**src/rtl/cpd_pkg.sv**
```systemverilog
// ----------------------------------------------------------------------------
// Camera projection package
// Types, register codes, pipeline depths and fixed-point helpers.
// ----------------------------------------------------------------------------
`timescale 1ns / 1ps

package cpd_pkg;

    localparam int DATA_W    = 32;
    localparam int CFG_IDX_W = 3;

    localparam logic [CFG_IDX_W-1:0] REG_FOCAL_X = 3'd0;
    localparam logic [CFG_IDX_W-1:0] REG_FOCAL_Y = 3'd1;
    localparam logic [CFG_IDX_W-1:0] REG_K1      = 3'd2;
    localparam logic [CFG_IDX_W-1:0] REG_K2      = 3'd3;
    localparam logic [CFG_IDX_W-1:0] REG_K3      = 3'd4;
    localparam logic [CFG_IDX_W-1:0] REG_P1      = 3'd5;
    localparam logic [CFG_IDX_W-1:0] REG_P2      = 3'd6;

    localparam logic [DATA_W-1:0] ONE_Q24 = 32'h0100_0000;

    localparam int DIV_LAT  = DATA_W + 1;
    localparam int DST_LAT  = 16;
    localparam int SIDE_LAT = DIV_LAT + DST_LAT;
    localparam int PIPE_LAT = SIDE_LAT + 4;

    localparam int DEF_FRAME_WIDTH  = 1024;
    localparam int DEF_FRAME_HEIGHT = 768;

    typedef struct packed {
        logic [DATA_W-1:0]        focal_x;
        logic [DATA_W-1:0]        focal_y;
        logic signed [DATA_W-1:0] k1;
        logic signed [DATA_W-1:0] k2;
        logic signed [DATA_W-1:0] k3;
        logic signed [DATA_W-1:0] p1;
        logic signed [DATA_W-1:0] p2;
    } cfg_t;

    typedef struct packed {
        logic valid;
        logic zero;
        logic front;
        logic neg_x;
        logic neg_y;
    } side_t;

    function automatic logic [31:0] mag32(input logic signed [31:0] v);
        return v[31] ? (~v + 32'd1) : v;
    endfunction

    function automatic logic signed [39:0] term(input logic [63:0] prod, input logic neg,
                                                input int unsigned sh);
        logic [63:0] m;
        m = prod >> sh;
        return neg ? -$signed(m[39:0]) : $signed(m[39:0]);
    endfunction

    function automatic logic signed [31:0] sat32(input logic signed [39:0] v);
        if (v > 40'sh00_7FFF_FFFF)
            return 32'sh7FFF_FFFF;
        if (v < 40'shFF_8000_0000)
            return 32'sh8000_0000;
        return v[31:0];
    endfunction

    function automatic logic signed [31:0] ssat(input logic neg, input logic ovf,
                                                input logic [31:0] q);
        if (ovf)
            return neg ? 32'sh8000_0000 : 32'sh7FFF_FFFF;
        if (neg)
            return q[31] ? 32'sh8000_0000 : $signed(~q + 32'd1);
        return q[31] ? 32'sh7FFF_FFFF : $signed(q);
    endfunction

    function automatic logic [15:0] pix16(input logic signed [47:0] num);
        logic [47:0] a;
        logic [22:0] m;
        a = num[47] ? 48'(-num) : 48'(num);
        m = a[47:25];
        if (!num[47])
            return (m > 23'd32767) ? 16'h7FFF : m[15:0];
        return (m >= 23'd32768) ? 16'h8000 : (~m[15:0] + 16'd1);
    endfunction

endpackage

```
**src/rtl/cpd_regs.sv**
```systemverilog
// ----------------------------------------------------------------------------
// Configuration registers
// Focal scales and distortion coefficients, written through a plain port.
// ----------------------------------------------------------------------------
`timescale 1ns / 1ps

module cpd_regs (
    input  logic                         clk,
    input  logic                         rst_n,
    input  logic                         cfg_write,
    input  logic [cpd_pkg::CFG_IDX_W-1:0] cfg_index,
    input  logic [cpd_pkg::DATA_W-1:0]   cfg_data,
    output cpd_pkg::cfg_t                cfg
);
    import cpd_pkg::*;

    cfg_t cfg_reg;

    always_ff @(posedge clk or negedge rst_n)
    begin
        if (!rst_n)
        begin
            cfg_reg.focal_x <= ONE_Q24;
            cfg_reg.focal_y <= ONE_Q24;
            cfg_reg.k1      <= '0;
            cfg_reg.k2      <= '0;
            cfg_reg.k3      <= '0;
            cfg_reg.p1      <= '0;
            cfg_reg.p2      <= '0;
        end
        else if (cfg_write)
        begin
            unique case (cfg_index)
                REG_FOCAL_X: cfg_reg.focal_x <= cfg_data;
                REG_FOCAL_Y: cfg_reg.focal_y <= cfg_data;
                REG_K1:      cfg_reg.k1      <= $signed(cfg_data);
                REG_K2:      cfg_reg.k2      <= $signed(cfg_data);
                REG_K3:      cfg_reg.k3      <= $signed(cfg_data);
                REG_P1:      cfg_reg.p1      <= $signed(cfg_data);
                REG_P2:      cfg_reg.p2      <= $signed(cfg_data);
                default:     cfg_reg         <= cfg_reg;
            endcase
        end
    end

    assign cfg = cfg_reg;

endmodule

```
**config.mk**
```make
export PLATFORM = sky130hd
export DESIGN_NAME = cpd_regs
export DESIGN_NICKNAME = d
export VERILOG_FILES = /design/src/rtl/cpd_pkg.sv /design/src/rtl/cpd_regs.sv
export SDC_FILE = /design/constraint.sdc
export NUM_CORES = 1
export LEC_CHECK = 0
export BUFFER_PORTS_ARGS = -buffer_cell sky130_fd_sc_hd__buf_4
export CAP_MARGIN = 10
export CORE_UTILIZATION = 50
export DETAILED_ROUTE_END_ITERATION = 8
export PLACE_DENSITY = 0.78
export REMOVE_ABC_BUFFERS = 1
export SYNTH_ARGS = -nofsm -noshare
export SYNTH_HDL_FRONTEND = slang
export SYNTH_SLANG_ARGS = --single-unit
```
**constraint.sdc**
```tcl
create_clock -name clk -period 1.4 [get_ports clk]
set_input_delay 0.21 -clock clk [delete_from_list [all_inputs] [get_ports clk]]
set_output_delay 0.21 -clock clk [all_outputs]
set_load 0.01 [all_outputs]
```
==> summary.txt <==
Synthesis
  – Seq cells post-synth: 224
  – Post-synth top area share: 0.663
  – Largest area contributor in the netlist: dfrtp_1
  – Seq/Total Area, Yosys: 0.669
  – Avg Inst Size Synth: 17.4 um2
  – Cells after Synth: 483
  – Ys Warns: 0
  – Post-synthesis cell area: 8380 um2
  – Unique cell type count in the Yosys netlist: 9
  – Area contributors post-synth: dfrtp_1 66%, mux2_2 25%, mux2_1 5.2%

Setup path
  – Critical-path maximum fanout: 2
  – Critical path startpoint category: register
  – Critical path class: reg2out
  – CP Capture Type: primary output
  – Critical path data arrival time: 1.15 ns
  – Crit path cell chain: buf_4
  – Crit path required time: 1.19 ns
  – Cell family with most CP delay: flip-flops
  – CP bufs+invs: 1
  – Crit path max-delay cell type: dfstp_2
  – Max incr delay on CP: 0.54 ns

STA
  – Max Fclk: 735 MHz
  – Max Transition Viols Final: 0
  – Setup TNS: 0 ns
  – Relative slew slack: 0.742
  – Unrepaired setup endpoints after global routing: false
  – Final Skew: 0 ns
  – Post-route setup slack: 0.0393 ns
  – Slew at the pin closest to its max-slew limit: 0.387 ns
  – Hold_ws: 0.190 ns
  – Crit path time final: 1.36 ns
  – Final setup violation count: 0
  – Hold Fails Final Rpt: 0
  – Part of the cycle the worst path needs: 0.972

Die
  – Die ar.: 17,300 um2
  – Die width: 131 um
  – Core region area: 16,100 um2
  – Die height: 131 um
  – Io pins: 262
  – Initial Utilization: 0.520
  – FP Rows: 46

Final layout
  – Area growth, synth to finish: 42.7%
  – Commonest non-fill, non-tap cell in the layout: buf_4
  – Commonest non-fill, non-tap cells in the layout: 265 x buf_4, 222 x dfrtp_1, 185 x mux2_2, 39 x mux2_1, 33 x dlygate4sd3_1
  – Fill cell count: 1,000
  – Max FFs per register: 224
  – # diodes: 0
  – Layout cells sized above 1: 0.628
  – Multi-input gate area: 2650 um2
  – Reg area: 5610 um2
  – Final net count: 833
  – Post-layout util: 0.742
  – Finished Layout Cells: 1,028

Power and ir drop
  – Switching pwr: 5370 uW
  – Power density over the cells: 1670 nW/um2
  – Register share of total power: 0.438
  – Worst IR drop on VDD: 1170 uV
  – Clock share of power: 0.309
  – P_leak: 0.00564 uW
  – Share of total power in combinational logic: 0.253
  – Internal Power: 14,600 uW
  – Net Sw Frac: 0.269

GRT
  – Global-route wire length before repair: 33,200 um
  – Initial antenna violation count: 0
  – Total routing usage reported by global routing: 0.246
  – Congestion Overflow GR: 0
  – Largest net degree at the start of global routing: 54
  – Vias in the first global route: 5,882

Worst hold path
  – Hold WC Path Type: in2async

Placed design
  – PortBufs: 261
  – Routability cong.: 0.772
  – Dpl hpwl: 13,900 um
  – Placed Cells incl. Taps: 953
  – Place WS: -0.119 ns

Routing
  – # DRC: 0
  – ANT nets after route: 0
  – Routed vias: 5,285
  – DRT Wirelength: 20,800 um
  – DR WL/cell: 20.2 um
  – Total iterations of the first detailed-routing run: 4
  – DR iter-0 viols: 143
  – Vias/cell: 5.14

Clock network
  – Cts bufs inserted: 23
  – Later-pin clock latency in the skew report: 0.49 ns
  – CTS tree: done
  – Post-CTS Setup Repair Bufs: 0
  – CTS Hold Bufs: 33
  – Worst-path clk slew: 0.06 ns
  – CTS Sinks: 224
  – CTS Buffer Depth: 3
  – Post-cts sizing count: 0
  – Root buf cell: clkbuf_16
  – Max H-tree Level: 1

Run status
  – Status: completed

Job
  – Max-Cap Viols: 0
[per-stage QoR]
stage	instance area (um2)	power (uW)
final	12000	19900
after CTS	12000	20100
after global routing	12000	20900
after floorplan	8210	10700
after global placement	10800	13600
after detailed placement	10800	13800
[power by group through the flow]
stage	clock, uW	combinational (uW)	sequential, uW
after floorplan	0	1280	9380
after global placement	0	4870	8730
after detailed placement	0	5020	8810
after CTS	6290	5110	8730
after global routing	6580	5370	8900
final	6160	5050	8730
[cells in the mapped netlist]
| library cell | instances |
|---|---|
| mux2_2 | 185 |
| dfstp_2 | 2 |
| buf_2 | 16 |
| buf_4 | 12 |
| mux2_1 | 39 |
| nand4b_1 | 3 |
| nor4bb_1 | 3 |
| dfrtp_1 | 222 |
| nor4b_4 | 1 |
[cells by family (layout without fill, tap and decap cells)]
kind of cell           count (synthesis)  count (layout)  synth area share
AND/OR/NAND/NOR                        7               7           0.00956
buffers and inverters                 28             357            0.0203
flip-flops                           224             224             0.669
multiplexers                         224             224             0.301
[path summary, 6_finish.rpt]
kind                       cells after the start        to  slack [ns]    startpoint
min                                            2  cfg[198]        0.19         rst_n
max reg2reg                                    1  cfg[215]        0.59      cfg[215]
min reg2reg                                    1  cfg[222]        0.49      cfg[222]
max in group asynchronous                      3  cfg[192]        0.60         rst_n
max                                            1  cfg[184]        0.04      cfg[184]
min in group clk                               4   cfg[82]        0.34  cfg_index[1]
[layout make-up]
type / count / share of cell area
well taps: 216 / 0.0226
clock buffers: 34 / 0.0566
flip-flops and latches: 224 / 0.469
multi-input cells: 231 / 0.221
clock inverters: 8 / 0.00837
repair buffers: 315 / 0.222
[metal layers]
metal / track usage / vias to the layer above / share of wire
met5: 0 / - / 0
met4: 0.0627 / 0 / 0.019
met3: 0.0687 / 31 / 0.073
met2: 0.414 / 199 / 0.49
met1: 0.314 / 2699 / 0.41
li1: - / 2356 / -
(Power assumes the default switching activity.)
